$ cat config.mk
export PLATFORM = sky130hd
export DESIGN_NAME = cll_ctrl
export DESIGN_NICKNAME = d
export VERILOG_FILES = /design/src/rtl/cll_pkg.sv /design/src/rtl/cll_ctrl.sv
export SDC_FILE = /design/constraint.sdc
export NUM_CORES = 1
export LEC_CHECK = 0
export BUFFER_PORTS_ARGS = -buffer_cell sky130_fd_sc_hd__buf_2
export CORE_AREA = 2 2 39 41
export CTS_CLUSTER_SIZE = 10
export DETAILED_ROUTE_END_ITERATION = 6
export DIE_AREA = 0 0 41 43
export GPL_TIMING_DRIVEN = 0
export PLACE_DENSITY = 0.6
export SLEW_MARGIN = 15
export SYNTH_ARGS = -nofsm -noshare
export SYNTH_HDL_FRONTEND = slang
export SYNTH_SLANG_ARGS = --single-unit
$ cat constraint.sdc
create_clock -name clk_i -period 1.4 [get_ports clk_i]
set_input_delay 0.21 -clock clk_i [delete_from_list [all_inputs] [get_ports clk_i]]
set_output_delay 0.21 -clock clk_i [all_outputs]
set_load 0.01 [all_outputs]
$ cat src/rtl/cll_pkg.sv
package cll_pkg;

  localparam int unsigned CapacityDefault = 128;

  typedef enum logic [2:0] {
    KIND_APPEND = 3'd0,
    KIND_INSERT = 3'd1,
    KIND_REMOVE = 3'd2,
    KIND_DELETE = 3'd3,
    KIND_READ   = 3'd4,
    KIND_SEARCH = 3'd5
  } kind_e;

  typedef enum logic [1:0] {
    ST_OK    = 2'd0,
    ST_FULL  = 2'd1,
    ST_EMPTY = 2'd2,
    ST_RANGE = 2'd3
  } status_e;

  typedef enum logic [3:0] {
    S_INIT,
    S_IDLE,
    S_DECIDE,
    S_POP_RD,
    S_POP_EV,
    S_WALK_RD,
    S_WALK_EV,
    S_FIX,
    S_LINK_A,
    S_LINK_B,
    S_DONE
  } state_e;

  // Datapath operations issued by the controller.
  typedef enum logic [3:0] {
    OP_NONE,
    OP_INIT_STEP,
    OP_LOAD,
    OP_DECIDE,
    OP_POP_READ,
    OP_POP_LATCH,
    OP_READ_CUR,
    OP_EVAL,
    OP_FIX,
    OP_LINK_A,
    OP_LINK_B,
    OP_FINISH
  } op_e;

  typedef struct packed {
    op_e op;
  } cmd_t;

  typedef struct packed {
    logic init_done;
    logic settled;     // request answered from counts and list pointers alone
    logic is_insert;   // request takes a node from the free list
    logic no_walk;     // new node goes to the head
    logic walk_done;   // walk finished at this evaluation
    logic fix_req;     // deleted node had a kept predecessor
    logic has_link;    // walk result needs link writes
  } sts_t;

endpackage

$ cat src/rtl/cll_ctrl.sv
module cll_ctrl
  import cll_pkg::*;
(
  input  logic clk_i,
  input  logic rst_ni,
  input  logic in_valid_i,
  output logic in_stall_o,
  output logic out_valid_o,
  input  logic out_stall_i,
  input  sts_t sts_i,
  output cmd_t cmd_o
);

  state_e state_q, state_d;
  logic   out_valid_q, out_valid_d;

  always_comb begin
    state_d = state_q;
    unique case (state_q)
      S_INIT:    if (sts_i.init_done) state_d = S_IDLE;
      S_IDLE:    if (in_valid_i) state_d = S_DECIDE;
      S_DECIDE: begin
        if (sts_i.settled) state_d = S_DONE;
        else if (sts_i.is_insert) state_d = S_POP_RD;
        else state_d = S_WALK_RD;
      end
      S_POP_RD:  state_d = S_POP_EV;
      S_POP_EV: begin
        if (sts_i.no_walk) state_d = S_LINK_B;
        else state_d = S_WALK_RD;
      end
      S_WALK_RD: state_d = S_WALK_EV;
      S_WALK_EV: begin
        if (sts_i.fix_req) state_d = S_FIX;
        else if (sts_i.walk_done) state_d = sts_i.has_link ? S_LINK_A : S_DONE;
        else state_d = S_WALK_RD;
      end
      S_FIX: begin
        if (sts_i.walk_done) state_d = S_DONE;
        else state_d = S_WALK_RD;
      end
      S_LINK_A:  state_d = S_LINK_B;
      S_LINK_B:  state_d = S_DONE;
      S_DONE:    if (!out_valid_q || !out_stall_i) state_d = S_IDLE;
      default:   state_d = S_IDLE;
    endcase
  end

  always_comb begin
    cmd_o.op    = OP_NONE;
    out_valid_d = out_valid_q && out_stall_i;
    unique case (state_q)
      S_INIT:    cmd_o.op = OP_INIT_STEP;
      S_IDLE:    if (in_valid_i) cmd_o.op = OP_LOAD;
      S_DECIDE:  cmd_o.op = OP_DECIDE;
      S_POP_RD:  cmd_o.op = OP_POP_READ;
      S_POP_EV:  cmd_o.op = OP_POP_LATCH;
      S_WALK_RD: cmd_o.op = OP_READ_CUR;
      S_WALK_EV: cmd_o.op = OP_EVAL;
      S_FIX:     cmd_o.op = OP_FIX;
      S_LINK_A:  cmd_o.op = OP_LINK_A;
      S_LINK_B:  cmd_o.op = OP_LINK_B;
      S_DONE: begin
        if (!out_valid_q || !out_stall_i) begin
          cmd_o.op    = OP_FINISH;
          out_valid_d = 1'b1;
        end
      end
      default: cmd_o.op = OP_NONE;
    endcase
  end

  always_ff @(posedge clk_i or negedge rst_ni) begin
    if (!rst_ni) begin
      state_q     <= S_INIT;
      out_valid_q <= 1'b0;
    end else begin
      state_q     <= state_d;
      out_valid_q <= out_valid_d;
    end
  end

  assign in_stall_o  = (state_q != S_IDLE);
  assign out_valid_o = out_valid_q;

endmodule

* Yosys cells after proc, flatten, opt, wreduce, memory -nomap -nowiden
Cells that the tools add are included.
** Cells by class
- Equal/unequal tests :: 14
- Reductions and logical operators :: 6
- Mux-type cells :: 16
** Operators by type and width (count)
- $pmux 4 s11 :: 2
- $mux 4 :: 9
- $eq 4x3->1 const B :: 4
- $eq 4x4->1 const B :: 3
- $eq 4x2->1 const B :: 2
- $ne 2x2->1 const B :: 3
- $eq 4x1->1 const B :: 1
- $logic_not 4->1 :: 1
- $mux 2 :: 2
- $ne 4x1->1 const B :: 1
- $mux 3 :: 1
- $reduce_and 3->1 :: 1
- $logic_not 1->1 :: 2
- $mux 1 :: 2
- $logic_and 1x1->1 :: 1
- $logic_or 1x1->1 :: 1
** Word-level totals
- Word-level logic and storage cells :: 38
- Bits in registers :: 5

* Depth between registers and ports, before layout
- Word-level depth :: 4
- Depth in mapped cells :: 6
- Gate-level depth less buffers :: 4

* Worst setup path before layout
No wires, ideal clock.
- Path kind :: register to output
- From :: register state_q[2]
- To :: output cmd_o[1] (netlist bit)
- Setup slack :: 0.162 ns
- Data arrival time :: 1.028 ns
- Buffers on the path :: 1
- Cell stages (with the launch flop) :: 6
- Data required time :: 1.190 ns
- Path through :: dfrtp_1 > buf_4 > nor3_1 > nor2_1 > o21ai_0 > nor2_1
** RTL lines
- from (decl) :: line cll_ctrl.sv:14 : state_e state_q, state_d;
- from (signal assigned) :: line cll_ctrl.sv:78 : state_q <= state_d;
- to (decl) :: line cll_ctrl.sv:11 : output cmd_t cmd_o

* Worst setup path after layout
- From :: register state_q[1]
- To :: output in_stall_o
** On the way
- Word-level cells in the longest chain between the ends :: 1
** Ends and longest elaborated chain
- $ne 4x1->1 :: line cll_ctrl.sv:83 : assign in_stall_o = (state_q != S_IDLE);
- to (decl) :: line cll_ctrl.sv:7 : output logic in_stall_o,
Every way passes these cells.

==> key figures <==
Status
  – Status: complete, but fails checks
  – Failing checks: setup timing

Place
  – GPL Wtd Cong: roughly 0.87
  – Dpl hpwl: about 980 um
  – Dpl ws: -26.99 ps
  – I/O Buffers: 16

Worst hold path
  – Worst Hold Launch: sts_i[3]
  – Hold path endpoint: state_q[2]
  – Min-Delay Path Class: in -> reg
  – Hold path depth: 4

GRT
  – Largest net degree at the start of global routing: 11
  – Initial antenna violation count: 0
  – Global-route wire length before repair: 2201 um
  – Vias in the first global route: around 530
  – Overflow after GRT: 0
  – GR Util All Layers: 18.59%

Route
  – DRT iter0 DRCs: 11
  – Vias: 626
  – Via density: 5.491
  – Detail Route met3 WL: about 77 um
  – Drt first pass iters: 4
  – DR top layer: met4
  – Post-route ant nets: 0
  – DRC Markers: 0
  – Met1 WL: between 600 and 700 um
  – Routed WL: 1548 um
  – Routed length per instance: 13.58 um
  – Metal2 WL: 774 um

Layout
  – Register area: between 100 and 150 um^2
  – P&R area growth vs syn: 59.90%
  – ANT cells: 0
  – Nets: 110
  – FILL cells: 142
  – Multi-input gate area: ~380 um^2
  – Share of layout cells above drive strength 1: 51.02%

Floorplanning
  – Core area: 0.001384 mm^2
  – DIE HEIGHT: 43 um
  – Row count: 14
  – I/O pin count: 17
  – Die width: 41 um
  – Die area: roughly 0.0018 mm^2
  – Starting density of the core: 36.08%

Clock network
  – CTS HTree Levels: 1
  – CTS tree: yes
  – Reg clk slew, reported paths: 40 ps
  – Clock buffer depth: 2
  – Clock Latency Late Sink: 240 ps
  – Root buffer cell: clkbuf_4
  – Clk sinks: 5
  – Inserted Clock Buffers: 3

Critical path
  – R2r setup slk: 30 ps
  – Worst Setup End Kind: output pin
  – Crit start category: register
  – Worst EP arrival: 1310 ps
  – CP Max Fanout: 4
  – Capturing point of the worst reg2reg path: state_q[3]
  – Reg2Reg Depth: 6
  – RR Startpoint: state_q[1]
  – Data required, critical path: 1190 ps
  – CP Class: reg -> out

Synthesis
  – Syn_area_per_cell: 7.564 um^2
  – Ys Warns: 0
  – Adder-cell area share of the yosys netlist: 0%
  – Yosys top cell by area: dfrtp_1
  – Distinct cells, synth: 33
  – Syn_nets: 77
  – Synth cell count leaders: 7 x nor2_1, 6 x o21ai_0, 5 x dfrtp_1
  – Register area share after synthesis: 25.06%
  – Synth Area in XOR/XNOR: ~1.8%
  – Register bit count reported by yosys: 5
  – Post-synthesis mux area share: 0%
  – Largest family of logic cells by synthesized area: compound AO/OA/AOI/OAI gates
  – Synth top area share: about a quarter
  – Synth Area in Simple Gates: 26.07%
  – Synth area leaders: dfrtp_1 25%, o21ai_0 6.0%, nor2_1 5.3%
  – Cell with the most instances after synthesis: nor2_1
  – Post-synth EDFFs: 0
  – Most used DFF post-synth: dfrtp_1
  – FFs w/ async S/R, synth: 100.0%
  – Synth Cell Area: 499.2 um^2
  – Compound-gate portion of the synthesized area: 36.09%
  – Post-Synthesis Cells: 66

Power and ir drop
  – Pwr Total: 1689 uW
  – Leakage: 0.0003683 uW
  – Worst vdd ir: 1.024 mV
  – Power density over the cells: 2116 mW/mm^2

STA
  – Final Cycle Share: 108.7%
  – Final setup violating endpoints: 5
  – Final WS setup: -121.9 ps
  – Tightest Pin Transition: just under 300 ps
  – RSZ-0062 raised after global routing: true
  – Clock skew: 2.769 ps
  – Final Hold Vio Count: 0
  – Max Fclk: 657.1 MHz
  – Period minus WS final: about 1500 ps
  – Slew Limit Headroom: 80.07%
  – Slew Limit Fails: 0

Flow run
  – Max_cap viols: 0
-- per-layer routing --
metal,vias to the layer above,track usage (%)
li1,306,-
met1,296,25.90
met2,22,27.19
met3,2,3.141
met4,0,8.000
met5,-,0
-- layout make-up --
type / instances / area share [%]
Inverter: 4 / 2.194
Sequential cell: 5 / 15.99
Multi-Input combinational cell: 52 / 47.65
Buffer: 5 / 7.053
Timing Repair Buffer: 28 / 21.32
Tap cell: 16 / 2.508
Clock buffer: 4 / 3.292
-- state kept, by name, indices dropped and copies added (netlist names) --
name	cells
state_q	4
out_valid_o	1
-- worst max-delay path, stage by stage (launching register included) --
cell and delay (ps):
dfrtp_1 380, buf_6 130, nand2b_4 130, or3_1 290, buf_2 140
-- report_power, final --
| group | leakage (uW) | total [uW] | internal, uW | switching, uW |
|---|---|---|---|---|
| Sequential | 0.0000620 | 274 | 205 | 69.0 |
| Clock | 0.0000150 | 159 | 107 | 51.5 |
| Combinational | 0.000291 | 1260 | 635 | 621 |
-- cells by family after synthesis --
logic type | after synthesis
compound gates | 27
xor+xnor | 1
buf+inv | 9
flops | 5
simple gates | 24
-- worst max-delay path by stage --
stage	startpoint	endpoint
floorplan	state_q[2]	cmd_o[1]
global placement	state_q[2]	cmd_o[1]
detailed placement	state_q[2]	cmd_o[1]
CTS	state_q[1]	in_stall_o
global route	state_q[1]	in_stall_o
finish	state_q[1]	in_stall_o
-- through the flow --
stage / hold slack, ps / util (%) / instances / TNS (ps) / instance area [um^2]
after global routing: 282.8 / 57.69 / 114 / -683.9 / 798.3
after floorplan: -85.59 / - / 66 / 0 / 499.2
after CTS: 261.6 / 52.53 / 109 / -395.1 / 726.9
after global placement: 23.35 / 43.31 / 98 / -24.53 / 599.3
after detailed placement: 24.17 / 43.31 / 98 / -26.99 / 599.3
final: 262.3 / 57.69 / 114 / -376.7 / 798.3
-- placed cells by master, fill, tap and decap left out, drive strengths merged --
| cell | Yosys | routed |
|---|---|---|
| buf | 5 | 32 |
| nor4bb | 1 | 1 |
| clkbuf | 0 | 4 |
| o22ai | 2 | 2 |
| a211oi | 1 | 1 |
| dlygate4sd3 | 0 | 1 |
| dfrtp | 5 | 5 |
| a211o | 1 | 1 |
| nor2 | 7 | 7 |
| o21ai | 8 | 8 |
| a21oi | 4 | 4 |
| a21boi | 2 | 2 |
| xnor2 | 1 | 1 |
| nand2 | 5 | 5 |
| nor4 | 1 | 1 |
| o21a | 1 | 1 |
| a31o | 1 | 1 |
| a21o | 1 | 1 |
| nor2b | 2 | 2 |
| nand3 | 1 | 1 |
| nor3 | 2 | 2 |
| nand2b | 4 | 4 |
| o32ai | 2 | 2 |
| a32oi | 1 | 1 |
| a221oi | 1 | 1 |
| or3 | 1 | 1 |
| inv | 4 | 4 |
| a41oi | 2 | 2 |
-- repair_timing --
item / 4_1_cts / 5_1_grt
cloned: 0 / 1
endpoints found under the setup margin: 5 / 8
pin swaps: 2 / 5
endpoints found under the hold margin: 5 / 0
hold buffers: 1 / 0
setup buffers: 6 / 4
gates resized for setup: 13 / 8
Note: power is estimated with default switching activity, not from simulation.
